## config.mk

```make
export PLATFORM = sky130hd
export DESIGN_NAME = tea_key_regs
export DESIGN_NICKNAME = d
export VERILOG_FILES = /design/src/hw/rtl/tea_pkg.sv /design/src/hw/rtl/tea_key_regs.sv
export SDC_FILE = /design/constraint.sdc
export NUM_CORES = 1
export LEC_CHECK = 0
export BUFFER_PORTS_ARGS = -buffer_cell sky130_fd_sc_hd__buf_4
export CAP_MARGIN = 5
export CORE_UTILIZATION = 27
export CTS_BUF_LIST = sky130_fd_sc_hd__clkbuf_4 sky130_fd_sc_hd__clkbuf_8 sky130_fd_sc_hd__clkbuf_16
export DETAILED_ROUTE_END_ITERATION = 10
export GPL_TIMING_DRIVEN = 0
export HOLD_SLACK_MARGIN = 0.12
export PLACE_DENSITY_LB_ADDON = 0.05
export SLEW_MARGIN = 20
export SYNTH_ARGS = -nofsm -noshare
export SYNTH_HDL_FRONTEND = slang
export SYNTH_SLANG_ARGS = --single-unit
```

## constraint.sdc

```tcl
create_clock -name clk -period 1.5 [get_ports clk]
set_clock_uncertainty 0.1 [all_clocks]
set_input_delay 0.15 -clock clk [delete_from_list [all_inputs] [get_ports clk]]
set_output_delay 0.15 -clock clk [all_outputs]
set_load 0.005 [all_outputs]
```

## src/hw/rtl/tea_pkg.sv

```systemverilog
// ----------------------------------------------------------------------------
// tea_pkg
// Shared types, constants and stage-constant functions for the TEA pipeline.
// ----------------------------------------------------------------------------
package tea_pkg;

  localparam int unsigned ROUNDS      = 16;
  localparam int unsigned STAGES      = 2 * ROUNDS;   // one half round per stage
  localparam int unsigned WORD_W      = 32;
  localparam int unsigned CFG_INDEX_W = 3;

  localparam logic [WORD_W-1:0] DELTA = 32'h9E37_79B9;

  // register indexes of the configuration port
  localparam logic [CFG_INDEX_W-1:0] REG_KEY_0 = 3'd0;
  localparam logic [CFG_INDEX_W-1:0] REG_KEY_1 = 3'd1;
  localparam logic [CFG_INDEX_W-1:0] REG_KEY_2 = 3'd2;
  localparam logic [CFG_INDEX_W-1:0] REG_KEY_3 = 3'd3;

  // operation codes
  localparam logic OP_ENCRYPT = 1'b0;
  localparam logic OP_DECRYPT = 1'b1;

  typedef struct packed {
    logic              op;
    logic [WORD_W-1:0] y;
    logic [WORD_W-1:0] z;
  } tea_word_t;

  typedef struct packed {
    logic [WORD_W-1:0] k0;
    logic [WORD_W-1:0] k1;
    logic [WORD_W-1:0] k2;
    logic [WORD_W-1:0] k3;
  } tea_key_t;

  // running sum seen by a stage when encrypting: delta * (round + 1)
  function automatic logic [WORD_W-1:0] enc_sum(int unsigned stage);
    logic [63:0] p;
    p = 64'(DELTA) * 64'((stage >> 1) + 1);
    return p[WORD_W-1:0];
  endfunction

  // running sum seen by a stage when decrypting: delta * (ROUNDS - round)
  function automatic logic [WORD_W-1:0] dec_sum(int unsigned stage);
    logic [63:0] p;
    p = 64'(DELTA) * 64'(ROUNDS - (stage >> 1));
    return p[WORD_W-1:0];
  endfunction

  // encryption updates y in the first half of a round, z in the second
  function automatic logic y_first_enc(int unsigned stage);
    return ((stage & 1) == 0) ? 1'b1 : 1'b0;
  endfunction

endpackage

```

## src/hw/rtl/tea_key_regs.sv

```systemverilog
// ----------------------------------------------------------------------------
// tea_key_regs
// Holds the four 32-bit key words written through the configuration port.
// ----------------------------------------------------------------------------
module tea_key_regs (
  input  logic                                clk,
  input  logic                                rst,
  input  logic                                cfg_write,
  input  logic [tea_pkg::CFG_INDEX_W-1:0]     cfg_index,
  input  logic [tea_pkg::WORD_W-1:0]          cfg_data,
  output tea_pkg::tea_key_t                   key
);
  import tea_pkg::*;

  always_ff @(posedge clk) begin
    if (rst) begin
      key <= '0;
    end else if (cfg_write) begin
      unique case (cfg_index)
        REG_KEY_0: key.k0 <= cfg_data;
        REG_KEY_1: key.k1 <= cfg_data;
        REG_KEY_2: key.k2 <= cfg_data;
        REG_KEY_3: key.k3 <= cfg_data;
        default: ;  // unmapped index: ignored
      endcase
    end
  end

endmodule

```

==> results by group, run 1 <==
Logic synthesis
  • Most frequent cells after synthesis: nand2b_1, dfxtp_1, mux2i_1
  • Mean Syn Cell Area: 11.2 µm²
  • Synthesized area: 5060 µm²
  • Mapped Nets: 492
  • Compound-cell area share of the yosys netlist: 0%
  • Top cell type's share of synthesized area: 50.6%
  • Number of synthesis warnings: 0
  • EDFF count, synth: 0
  • Post-synthesis sequential area ratio: 50.6%
  • Mux contribution to synthesized area: 25.3%
  • Main area contributors after synthesis: dfxtp_1, mux2i_1, nand2b_1
  • Post-Synth Adder-Cell Area: 0%
  • Asr flop ratio synth: 0%
  • Most common cell in the netlist: nand2b_1
  • Primary FF master, synth: dfxtp_1
  • Synth Instances: between 400 and 500
  • Post-synth cell types: 11
  • Xor/xnor share of the synthesized area: 0%
  • Post-Synth Simple-Gate Area: between 20% and 30%
  • Largest family of logic cells by synthesized area: multiplexers
  • FF+latch count, synth: 128
  • Top cell type by total area after synthesis: dfxtp_1

Floorplan
  • Die H: roughly 140 µm
  • Die area: 19300 µm²
  • FP Rows: 49
  • Ports: 166
  • Initial Util: 27.9%
  • Core footprint: ~18000 µm²
  • Die Wd: 139 µm

STA
  • Count of final setup violators: 0
  • Fin. Hold Viols: 0
  • RSZ-0062 raised after global routing: no
  • Worst slew pin tran: between 500 and 600 ps
  • Final Max Tran Viols: 0
  • Fmax: ~870 MHz
  • Minimum clock period: 1150 ps
  • Final WS setup: 347 ps
  • Worst hold slack: 143 ps
  • Final period util: 76.9%
  • Rel. slew slack: between 60% and 70%

Setup path
  • Critical Path End Type: output port
  • WP buf/inv: 1
  • CP max stage cell: dfxtp_1
  • Req. time, crit path: 1250 ps
  • Crit path launch type: flop
  • CP cell instances: buf_4
  • Worst Path Arrival: ~900 ps
  • R2r setup slk: 750 ps
  • Reg2Reg Depth: 2
  • Reg-to-reg startpoint: key[59]$_SDFFE_PP0P_
  • Delay-heaviest family, CP: flip-flops
  • Critical Path Fanout Max: 2
  • Crit Path Category: flop to output port
  • Number of cells on the critical path: 1
  • Worst r2r dst: key[59]$_SDFFE_PP0P_
  • CP peak stage delay: 360 ps

Final layout
  • Layout cells sized above 1: a little under a third
  • Diode count: 0
  • Largest registers: key (128)
  • Finished Core Util: 41.5%
  • Nets: 707
  • Max reg flops: 128
  • Area Overhead vs Synth: 48.6%
  • Largest Register: key

Global route
  • Initial antenna violation count: 0
  • Vias in the first global route: 4251
  • First-pass GRT wire length: 24000 µm
  • GR Util All Layers: 16.5%
  • Largest net degree at the start of global routing: 17
  • GR Overflow Total: 0

Place
  • HPWL after DPL: ~11000 µm
  • Dpl ws: -40.6 ps
  • GPL Wtd Cong: 0.700
  • I/O Buffers: 164

Route
  • Final ANT Viol Nets: 0
  • Vias: 3910
  • DR DRC count: 7
  • WL/cell: roughly 17 µm
  • Detailed router's first-iteration violation count: 140
  • Via-to-Cell Ratio: 4.30
  • DRT Wirelength: 15100 µm
  • DR pass1 iterations: 9

Status
  • Status: finished, violations left
  • Failing checks: design-rule violations

Clock tree
  • Post-CTS setup buffer count: 0
  • Clock root cell: clkbuf_16
  • Worst-Skew Late Latency: 410 ps
  • CTS tree: yes
  • CTS clock-pin slew for the worst setup and hold paths: 60 ps
  • Post_cts resized: 0
  • H-tree Lvls: 4
  • Total clock sinks: 128
  • Clock tree buffer depth: 2
  • Num CTS Buffers: 17

Min path
  • Hold Crit Class: primary input to flop
  • Cell depth of the worst min-delay path: 4
  • Hold EP: key[119]$_SDFFE_PP0P_
  • Min-delay src: cfg_index[2]

Pwr
  • IR drop worst, VDD: 0.745 mV
  • Pwr Density: about 1100 nW/µm²
  • Leak Pwr: 3.67 nW
  • Total power: 0.00853 W

Run
  • Max-capacitance violation count: 0
[stage by stage]
step                TNS, ps  instance area, µm²  std cells
detailed placement     -841                6580        847
floorplan                 0                5060        454
global route              0                7520        910
global placement      -19.3                6580        847
finish                    0                7520        910
CTS                       0                7520        910
[worst max path at each step]
stage,startpoint,to,slack [ps]
finish,key[115]$_SDFFE_PP0P_,key[115],350
global route,rst,key[46]$_SDFFE_PP0P_,270
CTS,key[19]$_SDFFE_PP0P_,key[19],310
detailed placement,rst,key[46]$_SDFFE_PP0P_,-40
global placement,rst,key[37]$_SDFFE_PP0P_,-5
floorplan,cfg_index[0],key[119]$_SDFFE_PP0P_,340
[routing by layer]
layer  vias up  part of all wire, %  global-route usage, %
met5         -                    0                      0
met4         0                  1.0                   4.91
met3        14                  5.9                   5.84
met2        97                   48                   27.5
met1      1862                   45                   19.9
li1       1937                    -                      -
[where the power goes]
group | leakage [nW] | total, W | switching, W | internal, W
combinational | 2.32 | 0.000642 | 0.000280 | 0.000362
sequential | 1.04 | 0.00352 | 0.0000428 | 0.00348
clock | 0.314 | 0.00436 | 0.00147 | 0.00289
[placed cells by master (no fill, tap or decap), drive strengths merged]
master / instances
dfxtp: 128
dlygate4sd3: 32
nand4bb: 2
nor4b: 1
nor4bb: 1
clkinv: 2
buf: 179
or4b: 1
nand4b: 1
clkbuf: 43
mux2i: 128
bufinv: 3
nand2b: 160
[logic make-up after synthesis]
logic type / after synthesis
buffers and inverters: 32
muxes: 128
DFF: 128
and+or+nand+nor: 166
[layout make-up]
type | count | area, µm²
tap | 229 | 287
sequential | 128 | 2560
buffer | 32 | 158
timing repair buffer | 196 | 1550
clock buffer | 26 | 524
clock inverter | 5 | 100
multi-input combinational | 294 | 2340
fill | 1791 | 10600
[worst reg2reg max path, cell delays in order (launching register included)]
cell      delay (ps)
dfxtp_1          340
nand2b_1          70
mux2i_1          160
[repair_timing]
item / in CTS / in global routing
endpoints found under the hold margin: 128 / 0
setup endpoints to repair: 0 / 0
hold buffers: 32 / 0
Power figures use the tool's default switching activity.
==> inputs of run 2 (changes only) <==
- ABC_AREA: not set -> 1
- clock period: 1.5 -> 1 ns (I/O delays scaled with it)
==> run 2 against run 1 <==
Against the previous run: the run ends with negative setup slack left; cell area rose by 10%; power is 53% higher; critical path depth is the same; global-route usage up 2.9 points; flip-flop and latch count unchanged; clock-buffer cell count is 2 lower; register-to-register slack got worse by 560 ps; die area increased by 1.4%.
==> results by group, run 2 <==
Route
  • DR DRC count: 0 (-7)
  • Met2 wire len: 8700 µm (+20%)
  • Via-to-Cell Ratio: 4.44 (+3.3%)
  • Met3 wire length: 996 µm (+11%)
  • Detailed router's first-iteration violation count: 197 (+41%)
  • DRT Wirelength: 18500 µm (+22%)
  • Final ANT Viol Nets: 0 (unchanged)
  • Vias: 5373 (+37%)
  • WL/cell: 15.2 µm (-8.2%)
  • Top sig layer: met4
  • DR pass1 iterations: 4 (-5)
  • Post-Route M1 WL: 8580 µm (+25%)

Clock tree
  • CTS Hold Buffers Added: 32 (unchanged)
  • Clock tree buffer depth: 2 (unchanged)
  • CTS clock-pin slew for the worst setup and hold paths: 60 ps (about the same)
  • H-tree Lvls: 4 (unchanged)
  • Num CTS Buffers: 17 (unchanged)
  • Total clock sinks: 128 (unchanged)
  • Clock root cell: clkbuf_16
  • Worst-Skew Late Latency: 410 ps (about the same)
  • CTS tree: yes

Floorplan
  • Die area: 19600 µm² (+1.4%)
  • Core footprint: 18600 µm² (+2.7%)
  • FP Rows: 50 (+2.0%)
  • Initial Util: 27.5% (-0.36 points)
  • Die Wd: 140 µm (+0.69%)
  • Ports: 166 (unchanged)
  • Die H: 140 µm (+0.69%)

Global route
  • Vias in the first global route: 5244 (+23%)
  • GR Util All Layers: 19.4% (+2.9 points)
  • Largest net degree at the start of global routing: 17 (unchanged)
  • First-pass GRT wire length: 28900 µm (+20%)
  • GR Overflow Total: 0 (unchanged)
  • Initial antenna violation count: 0 (unchanged)

Setup path
  • Critical Path End Type: output port
  • Crit path launch type: flop
  • Critical Path Fanout Max: 2 (unchanged)
  • Reg-to-reg startpoint: key[126]$_SDFFE_PP0P_
  • CP cell instances: buf_6
  • Worst Setup SP: key[101]$_SDFFE_PP0P_
  • CP max stage cell: dfxtp_2
  • Delay-heaviest family, CP: flip-flops
  • Reg2Reg Depth: 3 (+1)
  • CP peak stage delay: 360 ps (about the same)
  • R2r setup slk: 190 ps (-560 ps)
  • Worst r2r dst: key[126]$_SDFFE_PP0P_
  • Crit Path Category: flop to output port
  • WP buf/inv: 1 (unchanged)
  • Req. time, crit path: 800 ps (-450 ps)
  • Worst Path Arrival: 880 ps (-20 ps)

Logic synthesis
  • EDFF count, synth: 0 (unchanged)
  • Synthesized area: 5130 µm² (+1.4%)
  • Most frequent cells after synthesis: nor2_1, nand2_1, dfxtp_1, nand3_1, buf_2
  • Mapped Nets: 782 (+59%)
  • Post-synth cell types: 12 (+1)
  • Post-synthesis sequential area ratio: 49.9% (-0.70 points)
  • Mean Syn Cell Area: 6.90 µm² (-38%)
  • Main area contributors after synthesis: dfxtp_1, nor2_1, nand3_1
  • FF+latch count, synth: 128 (unchanged)
  • Synth Instances: 744 (+64%)
  • Top cell type's share of synthesized area: 49.9% (-0.70 points)
  • Asr flop ratio synth: 0% (unchanged)
  • Number of synthesis warnings: 0 (unchanged)
  • Most common cell in the netlist: nor2_1
  • Primary FF master, synth: dfxtp_1
  • Top cell type by total area after synthesis: dfxtp_1

Place
  • HPWL after DPL: 13300 µm (+25%)
  • GPL Wtd Cong: 0.755 (+7.9%)
  • I/O Buffers: 165 (+0.61%)
  • Placed cell count: 1143 (+35%)

Final layout
  • Largest Register: key
  • # fillers: 2014 (+12%)
  • Most frequent cells in the layout: nor2_1, nand2_1, buf_6
  • Largest registers: key (128)
  • Diode count: 0 (unchanged)
  • Layout cells sized above 1: 39.7% (+8.9 points)
  • Most common cell after layout, fill and taps aside: nor2_1
  • Max reg flops: 128 (unchanged)
  • Area Overhead vs Synth: 61.7%
  • Finished Core Util: 44.5% (+3.1 points)
  • Nets: 1004 (+42%)
  • Fin cells: 1211 (+33%)

STA
  • Minimum clock period: between 1000 and 1500 ps
  • Final Max Tran Viols: 0 (unchanged)
  • Final WS setup: -75.3 ps (-422 ps)
  • RSZ-0062 raised after global routing: yes
  • Final period util: 108%
  • Rel. slew slack: 66.6% (+3.8 points)
  • Fin. Hold Viols: 0 (unchanged)
  • Fmax: 930 MHz
  • Worst slew pin tran: 500 ps (-57.5 ps)
  • Worst hold slack: 16.6 ps (-127 ps)
  • Count of final setup violators: 128 (+128)

Min path
  • Cell depth of the worst min-delay path: 5 (+1)
  • Hold Crit Class: primary input to flop
  • Min-delay src: cfg_index[0]
  • Hold EP: key[32]$_SDFFE_PP0P_

Status
  • Failing checks: negative setup slack
  • Status: finished, violations left

Pwr
  • Pwr Density: 1570 nW/µm² (+39%)
  • Leak Pwr: 3.84 nW (+4.7%)
  • IR drop worst, VDD: 1.22 mV (+64%)

Run
  • Max-capacitance violation count: 0 (unchanged)
[run 2: worst max-delay path by stage]
stage | slack, ps | end | depth (start not counted)
final | -80 | key[101] | 1
after global routing | -90 | key[31] | 1
after CTS | -90 | key[101] | 1
after detailed placement | -650 | key[77]$_SDFFE_PP0P_ | 7
after global placement | -640 | key[75]$_SDFFE_PP0P_ | 7
after floorplan | 0.7 | key[100]$_SDFFE_PP0P_ | 5
[run 2: worst reg2reg max path, cell delays in order (launching register included)]
cell,delay (ps)
dfxtp_2,320
buf_4,120
a21oi_1,100
nor2_1,50
[run 2: cell type report]
| cell class | count | area, µm² | area share (%) |
|---|---|---|---|
| plain buffers | 55 | 293 | 3.53 |
| clock buffers | 24 | 503 | 6.06 |
| repair buffers | 203 | 2080 | 25.1 |
| inverters | 38 | 146 | 1.76 |
| well taps | 234 | 293 | 3.53 |
| multi-input cells | 523 | 2200 | 26.5 |
| clock inverters | 6 | 57.6 | 0.693 |
| flip-flops and latches | 128 | 2720 | 32.8 |
[run 2: per-stage QoR]
step	cell area, µm²	total power [W]	setup WS [ps]	setup TNS [ps]
global placement	6670	0.00689	-635	-58270
global route	8300	0.0136	-93.6	-9320
detailed placement	6670	0.00689	-646	-58790
CTS	8220	0.0132	-92.0	-8500
finish	8300	0.0130	-75.3	-5770
floorplan	5140	0.00620	0.707	0
[run 2: cells by family after synthesis]
family / Yosys count / synth area share, %
flops: 128 / 49.9
simple gates: 491 / 39.2
buf+inv: 93 / 7.80
compound gates: 32 / 3.12
[run 2: repair_timing]
item	CTS	global route
resized for setup	262	24
endpoints found under the hold margin	128	10
endpoints found under the setup margin	196	209
cloned	0	0
buffers inserted	1	5
[run 2: power by group]
group	total, W	switching [W]	internal [W]
registers	0.00546	0.000137	0.00532
logic	0.00161	0.000831	0.000781
clock network	0.00596	0.00224	0.00372
total	0.0130	0.00321	0.00982
[run 2: layer usage]
metal / vias up / GRT usage, %
li1: 2773 / -
met1: 2455 / 24.7
met2: 131 / 32.0
met3: 14 / 5.54
met4: 0 / 5.32
met5: - / 0
