<file path="config.mk">
export PLATFORM = sky130hd
export DESIGN_NAME = tea_half_round
export DESIGN_NICKNAME = d
export VERILOG_FILES = /design/src/hw/rtl/tea_pkg.sv /design/src/hw/rtl/tea_half_round.sv
export SDC_FILE = /design/constraint.sdc
export NUM_CORES = 1
export LEC_CHECK = 0
export BUFFER_PORTS_ARGS = -buffer_cell sky130_fd_sc_hd__buf_4
export CORE_MARGIN = 3
export CORE_UTILIZATION = 50
export CTS_BUF_LIST = sky130_fd_sc_hd__clkbuf_2
export DETAILED_ROUTE_END_ITERATION = 8
export GPL_TIMING_DRIVEN = 0
export PLACE_DENSITY = 0.78
export SLEW_MARGIN = 25
export SYNTH_ARGS = -nofsm -noshare
export SYNTH_HDL_FRONTEND = slang
export SYNTH_SLANG_ARGS = --single-unit
</file>
<file path="constraint.sdc">
create_clock -name clk -period 14.55 [get_ports clk]
set_clock_uncertainty 0.1 [all_clocks]
set_input_delay 2.91 -clock clk [delete_from_list [all_inputs] [get_ports clk]]
set_output_delay 2.91 -clock clk [all_outputs]
set_load 0.02 [all_outputs]
</file>
<file path="src/hw/rtl/tea_pkg.sv">
// ----------------------------------------------------------------------------
// tea_pkg
// Shared types, constants and stage-constant functions for the TEA pipeline.
// ----------------------------------------------------------------------------
package tea_pkg;

  localparam int unsigned ROUNDS      = 16;
  localparam int unsigned STAGES      = 2 * ROUNDS;   // one half round per stage
  localparam int unsigned WORD_W      = 32;
  localparam int unsigned CFG_INDEX_W = 3;

  localparam logic [WORD_W-1:0] DELTA = 32'h9E37_79B9;

  // register indexes of the configuration port
  localparam logic [CFG_INDEX_W-1:0] REG_KEY_0 = 3'd0;
  localparam logic [CFG_INDEX_W-1:0] REG_KEY_1 = 3'd1;
  localparam logic [CFG_INDEX_W-1:0] REG_KEY_2 = 3'd2;
  localparam logic [CFG_INDEX_W-1:0] REG_KEY_3 = 3'd3;

  // operation codes
  localparam logic OP_ENCRYPT = 1'b0;
  localparam logic OP_DECRYPT = 1'b1;

  typedef struct packed {
    logic              op;
    logic [WORD_W-1:0] y;
    logic [WORD_W-1:0] z;
  } tea_word_t;

  typedef struct packed {
    logic [WORD_W-1:0] k0;
    logic [WORD_W-1:0] k1;
    logic [WORD_W-1:0] k2;
    logic [WORD_W-1:0] k3;
  } tea_key_t;

  // running sum seen by a stage when encrypting: delta * (round + 1)
  function automatic logic [WORD_W-1:0] enc_sum(int unsigned stage);
    logic [63:0] p;
    p = 64'(DELTA) * 64'((stage >> 1) + 1);
    return p[WORD_W-1:0];
  endfunction

  // running sum seen by a stage when decrypting: delta * (ROUNDS - round)
  function automatic logic [WORD_W-1:0] dec_sum(int unsigned stage);
    logic [63:0] p;
    p = 64'(DELTA) * 64'(ROUNDS - (stage >> 1));
    return p[WORD_W-1:0];
  endfunction

  // encryption updates y in the first half of a round, z in the second
  function automatic logic y_first_enc(int unsigned stage);
    return ((stage & 1) == 0) ? 1'b1 : 1'b0;
  endfunction

endpackage

</file>
<file path="src/hw/rtl/tea_half_round.sv">
// ----------------------------------------------------------------------------
// tea_half_round
// One pipeline stage: a single half-round update, add or subtract by opcode.
// ----------------------------------------------------------------------------
module tea_half_round (
  input  logic                        clk,
  input  logic                        rst,
  input  logic                        enable,
  input  tea_pkg::tea_key_t           key,
  input  logic [tea_pkg::WORD_W-1:0]  sum_enc,
  input  logic [tea_pkg::WORD_W-1:0]  sum_dec,
  input  logic                        y_first,
  input  logic                        prev_valid,
  input  tea_pkg::tea_word_t          prev_word,
  output logic                        valid,
  output tea_pkg::tea_word_t          word
);
  import tea_pkg::*;

  logic              upd_y;
  logic [WORD_W-1:0] src;
  logic [WORD_W-1:0] dst;
  logic [WORD_W-1:0] kx;
  logic [WORD_W-1:0] ka;
  logic [WORD_W-1:0] s;
  logic [WORD_W-1:0] mix;
  logic [WORD_W-1:0] dst_new;
  tea_word_t         word_next;

  always_comb begin
    // decryption runs the halves in the opposite order
    upd_y   = y_first ^ (prev_word.op == OP_DECRYPT);
    src     = upd_y ? prev_word.z : prev_word.y;
    dst     = upd_y ? prev_word.y : prev_word.z;
    kx      = upd_y ? key.k0 : key.k2;
    ka      = upd_y ? key.k1 : key.k3;
    s       = (prev_word.op == OP_DECRYPT) ? sum_dec : sum_enc;
    mix     = (src << 4) + (kx ^ src) + (s ^ (src >> 5)) + ka;
    dst_new = (prev_word.op == OP_DECRYPT) ? dst - mix : dst + mix;

    word_next    = prev_word;
    if (upd_y) begin
      word_next.y = dst_new;
    end else begin
      word_next.z = dst_new;
    end
  end

  always_ff @(posedge clk) begin
    if (rst) begin
      valid <= 1'b0;
    end else if (enable) begin
      valid <= prev_valid;
    end
  end

  always_ff @(posedge clk) begin
    if (enable) begin
      word <= word_next;
    end
  end

endmodule

</file>
==> results of run 1 <==
[per-layer routing]
metal | wire [um] | share of wire | vias to the layer above
met5 | 0 | 0 | -
met4 | 1220 | 0.032 | 0
met3 | 3820 | 0.10 | 81
met2 | 17300 | 0.46 | 578
met1 | 15300 | 0.41 | 5088
li1 | - | - | 5094
[cells in the mapped netlist (3+ instances only)]
library cell and count:
or2_2 6, a211oi_1 6, nor4_1 3, a211o_1 3
mux2i_1 79, a21o_1 26, xor2_1 61, and3_1 6
nor3_1 15, nand2b_1 9, nand3_1 18, a21boi_0 4
o21ai_0 97, mux2_2 4, fa_1 60, nor3b_1 8
nor2b_1 13, edfxtp_1 65, buf_1 11, clkbuf_1 48
o21a_1 4, ha_1 67, nand2_1 236, and2_0 4
o22ai_1 6, and2_1 18, xnor2_1 86, or3_1 6
a221o_1 3, o221ai_1 6, o211ai_1 9, nand4_1 10
nor2_1 46, a31oi_1 11, inv_1 103, a21oi_1 75
o21bai_1 8
[per-stage QoR]
stage	hold WS, ns	cells
3_5_place_dp	0.391	1878
5_1_grt	0.463	1895
4_1_cts	0.433	1894
6_report	0.434	1895
2_1_floorplan	0.479	1284
3_3_place_gp	0.390	1878
[cell type report]
type | instances | share of cell area
Multi-Input combinational cell | 1053 | 0.589
Buffer | 62 | 0.0183
Clock buffer | 11 | 0.00413
Clock inverter | 5 | 0.00413
Sequential cell | 66 | 0.148
Timing Repair Buffer | 324 | 0.182
Tap cell | 270 | 0.0253
Antenna cell | 1 | 0.000188
Inverter | 103 | 0.0290
[flip-flops by register name (all words and copies together), names as in the netlist]
signal  cells
word       65
valid       1
[worst max-delay path: cells and delay by family]
kind	cells	cell delay (ns)
and+or+nand+nor	7	1.51
AOI/OAI and AO/OA	12	2.64
xor gates and xnor gates	3	0.95
buffers and inverters	8	2.91
adders and majority gates	4	1.46
muxes	1	0.35
[cells by family after synthesis]
group                    after synthesis  share of synthesized area
AND/OR/NAND/NOR                      414                      0.184
flip-flops                            66                      0.189
adder cells (fa/ha/maj)              127                      0.195
AO/OA/AOI/OAI                        281                      0.166
XOR/XNOR                             148                      0.126
buffers and inverters                165                     0.0602
multiplexers                          83                     0.0800
[worst paths after layout]
| path | from | to | slack, ns |
|---|---|---|---|
| min | valid | valid | 0.43 |
| max | y_first | word[31] | 2.05 |
| min reg2reg | valid | valid | 0.43 |
| max reg2reg | valid | valid | 13.85 |
==> impl_metrics.tcl, run 1 <==
set metrics [dict create \
    run_status "finished clean" \
    crit_path_max_fanout 10 \
    die_y_um 151 \
    post_synth_main_area_contributors "edfxtp_1 (19%), fa_1 (11%), nand2_1 (8.5%)" \
    rows 52 \
    layout_commonest_cell "buf_4" \
    relSlewSlack 0.241 \
    max_slew.worst_pin.slew_ns 1.14 \
    grt_busiest_layer "met2" \
    cp-end-kind "register" \
    die_area_sq_mm 0.0227 \
    r2r_cells 2 \
    postSynthAreaPerCell_sq_um 8.14 \
    yosysSeqAreaShare 0.189 \
    timing.final.crit_share 0.859 \
    final_util 0.655 \
    syn-num-nets 1673 \
    grt_max_degree 67 \
    dieWidth_um 151 \
    multiInputGateArea_sq_mm 0.00785 \
    ant_nets 0 \
    setup_tns_ns 0 \
    fillers 1761 \
    critPathMaxStageDelay_ns 0.77 \
    seq_area_sq_mm 0.00197 \
    clk_pin_slew_worst_paths_ns 0.24 \
    drive_above_1_share 0.228 \
    cts_setup_buffers 0 \
    fin_ws_ns 2.05 \
    drv_cap 0 \
    clockRootBuffer "clkbuf_2" \
    grt_pass1_wl_um 55500 \
    postSynthCellCount 1284 \
    avgViaCountPerCell 5.72 \
    ys_types 72 \
    use_met2 0.518 \
    portBuffers 324 \
    worstHoldPathType "register to register" \
    pin_count 328 \
    routedWlPerCell_um 19.8 \
    period_minus_slack_ns 12.50 \
    area.growth.synth_to_final_pct 27.6 \
    start_util 0.513 \
    crit_slowest_cell "clkbuf_1" \
    startpoint_type "primary input" \
    synth_top_area_frac 0.187 \
    use_met1 0.436 \
    synth_largest_area_cell "edfxtp_1" \
    synth_area_sq_mm 0.0104 \
    cts_tree "yes" \
    synth_seq_cells 66 \
    crit_required_ns 14.81 \
    drt-total-wl_um 37600 \
    ys_warn_count 0 \
    dp_hpwl_um 31300 \
    drtPass1Iterations 8 \
    h-tree-depth 3 \
    postLayoutCellArea_sq_mm 0.0133 \
    synth_edf_count 65 \
    grt_use_total 0.320 \
    setup_viol 0 \
    placed_area_sq_mm 0.0132 \
    drcViolationCount 0 \
    crit_arrival_ns 12.76 \
    clk_path_buf_depth 2 \
    grt_antenna_before_repair 1 \
    overflow 0 \
    met3_usage 0.0590 \
    ctsHoldBuffers 0 \
    fp.coreArea_sq_mm 0.0204 \
    layout_common_cells "buf_4 (324), nand2_1 (236), inv_1 (103), o21ai_0 (97), xnor2_1 (86)" \
    pre_cts_ws_ns 1.70 \
    grt_pass1_vias 10400 \
    path_class "primary input to register" \
    insertion_delay_ns 0.50 \
    synth_flop_cell "edfxtp_1" \
    async_flop_share 0 \
    cts_made_buffers 9 \
    fmax_mhz 80.0 \
    nets 2008 \
    globalplace.congestion 0.981 \
    num_vias 10800 \
    drtIter0Drc 1043 \
    cts.sinks 66 \
    rsz0062_at_grt "false" \
    cp_common_cell "clkbuf_1" \
    hold_depth 2 \
    maxSlewViolCount 0 \
    cts.repair.resized 0 \
    hold_violations 0 \
]
Power of run 1 is not shown: default switching activity piles up to over one toggle a cycle in this logic, so the estimate is an artifact.
==> run 2: changes to the inputs <==
Settings changed: BUFFER_PORTS_ARGS -buffer_cell sky130_fd_sc_hd__buf_4 to unset, DONT_BUFFER_PORTS set to 1, PLACE_DENSITY 0.78 to unset, SLEW_MARGIN 25 to unset.
==> run 2 against run 1 <==
Critical path depth unchanged. Largest cell class unchanged. Die area unchanged. Core utilization down 12 points. Non-clock buffer count down 324. Design area down 18%. Critical path type unchanged. Highest routed layer unchanged. Critical endpoint is now word[63].
==> impl_metrics.tcl, run 2 (synthesis results as in run 1) <==
set metrics [dict create \
    maxSlewViolCount 0 \
    startpoint_type "primary input" \
    globalplace.congestion 0.931 \
    grt_use_total 0.301 \
    hold_violations 0 \
    pre_cts_ws_ns 1.72 \
    h-tree-depth 3 \
    drt-total-wl_um 35100 \
    portBuffers 0 \
    avgViaCountPerCell 5.96 \
    final_util 0.534 \
    cts_setup_buffers 0 \
    dieWidth_um 151 \
    clk_pin_slew_worst_paths_ns 0.22 \
    drtPass1Iterations 5 \
    die_area_sq_mm 0.0227 \
    cts_tree "yes" \
    critPathMaxStageDelay_ns 0.67 \
    drtIter0Drc 914 \
    worstHoldPathType "register to register" \
    fp.coreArea_sq_mm 0.0204 \
    fmax_mhz 80.4 \
    overflow 0 \
    layout_common_cells "nand2_1 (236), inv_1 (103), o21ai_0 (97), xnor2_1 (86), mux2i_1 (79)" \
    grt_pass1_vias 8804 \
    crit_arrival_ns 12.68 \
    insertion_delay_ns 0.52 \
    rsz0062_at_grt "false" \
    setup_viol 0 \
    grt_max_degree 67 \
    postLayoutCellArea_sq_mm 0.0109 \
    relSlewSlack 0.260 \
    path_buf_inv 6 \
    fillers 2021 \
    clockRootBuffer "clkbuf_2" \
    multiInputGateArea_sq_mm 0.00785 \
    crit_slowest_cell "buf_1" \
    drcViolationCount 0 \
    critPathTopFamily "compound AO/OA/AOI/OAI gates" \
    crit_required_ns 14.78 \
    max_slew.worst_pin.slew_ns 1.11 \
    setup_tns_ns 0 \
    pin_count 328 \
    cts_made_buffers 9 \
    seq_area_sq_mm 0.00197 \
    cts.sinks 66 \
    nets 1684 \
    timing.final.crit_share 0.855 \
    start_util 0.513 \
    largestRegisters "word (65), valid (1)" \
    run_status "finished clean" \
    grt_antenna_before_repair 1 \
    placed_area_sq_mm 0.0108 \
    die_y_um 151 \
    dp_hpwl_um 29300 \
    fin_ws_ns 2.11 \
    num_vias 9369 \
    ctsHoldBuffers 0 \
    clk_path_buf_depth 2 \
    largest_reg_flops 65 \
    cp-end-kind "register" \
    area.growth.synth_to_final_pct 4.08 \
    path_class "primary input to register" \
    rows 52 \
    period_minus_slack_ns 12.45 \
    grt_pass1_wl_um 51400 \
    layout_commonest_cell "nand2_1" \
    drive_above_1_share 0.0346 \
    crit_path_max_fanout 10 \
    ant_nets 0 \
    drv_cap 0 \
    cts.repair.resized 0 \
    routedWlPerCell_um 22.3 \
    regMostFlops "word" \
]
-- run 2: cell types whose count changed in the layout (fill, tap and decap cells not counted), sizes merged --
cell / before / now
clkinvlp: 2 / 1
buf: 338 / 14
clkinv: 2 / 4
bufinv: 1 / 0
-- run 2: area by class of cell --
| cell class | count | area share |
|---|---|---|
| antenna | 1 | 0.000230 |
| multi-input combinational | 1053 | 0.722 |
| clock inverter | 5 | 0.00288 |
| sequential | 66 | 0.181 |
| tap | 270 | 0.0311 |
| inverter | 103 | 0.0356 |
| buffer | 62 | 0.0223 |
| clock buffer | 11 | 0.00506 |
-- run 2: tightest hold or removal path, cell delays in order (launching register included) --
cell and delay (ns):
dfxtp_1 0.41, mux2i_1 0.15, nor2_1 0.05
-- run 2: through the flow --
| stage | hold WS, ns | instances |
|---|---|---|
| after floorplan | 0.479 | 1284 |
| after global placement | 0.507 | 1554 |
| after detailed placement | 0.508 | 1554 |
| after CTS | 0.527 | 1570 |
| after global routing | 0.589 | 1571 |
| final | 0.520 | 1571 |
-- run 2: metal layers --
| metal | up-vias | GRT usage | part of all wire | wire length (um) |
|---|---|---|---|---|
| li1 | 4442 | - | - | - |
| met1 | 4389 | 0.441 | 0.44 | 15300 |
| met2 | 486 | 0.457 | 0.44 | 15600 |
| met3 | 52 | 0.0485 | 0.092 | 3230 |
| met4 | 0 | 0.0919 | 0.027 | 934 |
| met5 | - | 0 | 0 | 0 |
-- run 2: path summary, 6_finish.rpt --
kind	end	startpoint	slack, ns	depth (start not counted)
worst min-delay path	valid	valid	0.52	2
worst max-delay path	word[63]	y_first	2.11	35
worst max register to register	valid	valid	13.74	2
worst min register to register	valid	valid	0.52	2
Power of run 2 is left out for the same reason.
==> run 3: changes to the inputs <==
Settings changed: PLACE_DENSITY_LB_ADDON set to 0.05.
==> run 3 against run 2 <==
Hold slack got worse by 0.00080 ns. Via count fell by 0.44%. Maximum frequency rose by 0.41%. Sequential share of layout area fell by 0.12 points. Sequential cell count did not move. Largest cell class unchanged. Highest routed layer unchanged.
==> impl_metrics.tcl, run 3 (synthesis results as in run 1) <==
set metrics [dict create \
    crit_slowest_cell "clkbuf_1" \
    largest_reg_flops 65 \
    drcViolationCount 0 \
    hold_depth 2 \
    dieWidth_um 151 \
    insertion_delay_ns 0.53 \
    fin_ws_ns 2.16 \
    fmax_mhz 80.7 \
    dp_hpwl_um 29700 \
    rsz0062_at_grt "false" \
    period_minus_slack_ns 12.39 \
    nets 1684 \
    drv_cap 0 \
    hold_violations 0 \
    crit_path_max_fanout 10 \
    cts_made_buffers 9 \
    area.growth.synth_to_final_pct 4.80 \
    die_area_sq_mm 0.0227 \
    layout_commonest_cell "nand2_1" \
    overflow 0 \
    multiInputGateArea_sq_mm 0.00785 \
    rows 52 \
    maxSlewViolCount 0 \
    pin_count 328 \
    fp.coreArea_sq_mm 0.0204 \
    cp-end-kind "register" \
    portBuffers 0 \
    max_slew.worst_pin.slew_ns 1.09 \
    cts_tree "yes" \
    regMostFlops "word" \
    drtIter0Drc 771 \
    startpoint_type "primary input" \
    r2r_setup_slack_ns 13.74 \
    grt_use_total 0.303 \
    seq_area_sq_mm 0.00197 \
    r2r_cells 2 \
    clk_path_buf_depth 2 \
    drt-total-wl_um 35500 \
    relSlewSlack 0.276 \
    globalplace.congestion 0.936 \
    setup_viol 0 \
    grt_max_degree 67 \
    cts.repair.resized 0 \
    die_y_um 151 \
    avgViaCountPerCell 5.94 \
    drive_above_1_share 0.0338 \
    routedWlPerCell_um 22.6 \
    pre_cts_ws_ns 1.78 \
    ctsHoldBuffers 0 \
    h-tree-depth 3 \
    cts_setup_buffers 0 \
    run_status "finished clean" \
    start_util 0.513 \
    path_class "primary input to register" \
    timing.final.crit_share 0.852 \
    clk_pin_slew_worst_paths_ns 0.23 \
    cts.sinks 66 \
    drtPass1Iterations 5 \
    largestRegisters "word (65), valid (1)" \
    crit_required_ns 14.79 \
    setup_tns_ns 0 \
    fillers 2018 \
    layout_common_cells "nand2_1 (236), inv_1 (103), o21ai_0 (97), xnor2_1 (86), mux2i_1 (79)" \
    grt_antenna_before_repair 1 \
    grt_pass1_wl_um 51800 \
    grt_pass1_vias 8729 \
    clockRootBuffer "clkbuf_2" \
    ant_nets 0 \
    critPathMaxStageDelay_ns 0.86 \
    num_vias 9328 \
    crit_arrival_ns 12.64 \
    worstHoldPathType "register to register" \
]
-- run 3: changes by cell type in the layout (fill, tap and decap cells not counted) --
cell and change:
bufinv_16 +3, clkbuf_2 -2, clkinv_2 -2, clkinv_1 +1, clkinvlp_4 -1, inv_6 +1
-- run 3: final timing paths --
| path | from | to |
|---|---|---|
| setup / recovery | y_first | word[31] |
| hold / removal | valid | valid |
| setup reg to reg | valid | valid |
| hold reg to reg | valid | valid |
-- run 3: per-stage QoR --
step / instance area, sq um / instances / hold slack (ns) / utilization
final: 11000 / 1571 / 0.520 / 0.538
after global placement: 10800 / 1554 / 0.492 / 0.530
after floorplan: 10400 / 1284 / 0.479 / -
after detailed placement: 10800 / 1554 / 0.509 / 0.530
after global routing: 11000 / 1571 / 0.557 / 0.538
after CTS: 10900 / 1570 / 0.527 / 0.538
-- run 3: area by class of cell --
type,instances,area share
clock buffer,9,0.00411
inverter,103,0.0353
tap,270,0.0309
antenna,1,0.000229
multi-input combinational,1053,0.717
sequential,66,0.180
clock inverter,7,0.0106
buffer,62,0.0222
-- run 3: per-layer routing --
layer,share of wire,wire (um),vias to the layer above,track usage
li1,-,-,4429,-
met1,0.46,16300,4409,0.452
met2,0.43,15300,434,0.450
met3,0.082,2920,56,0.0506
met4,0.028,1010,0,0.0897
met5,0,0,-,0
-- run 3: critical path, delay by kind of cell --
| kind | cells | cell delay [ns] |
|---|---|---|
| AO/OA/AOI/OAI | 11 | 2.49 |
| AND/OR/NAND/NOR | 10 | 2.51 |
| XOR/XNOR | 4 | 0.95 |
| adder cells (fa/ha/maj) | 4 | 1.64 |
| buffers and inverters | 5 | 2.09 |
Power of run 3 is left out for the same reason.
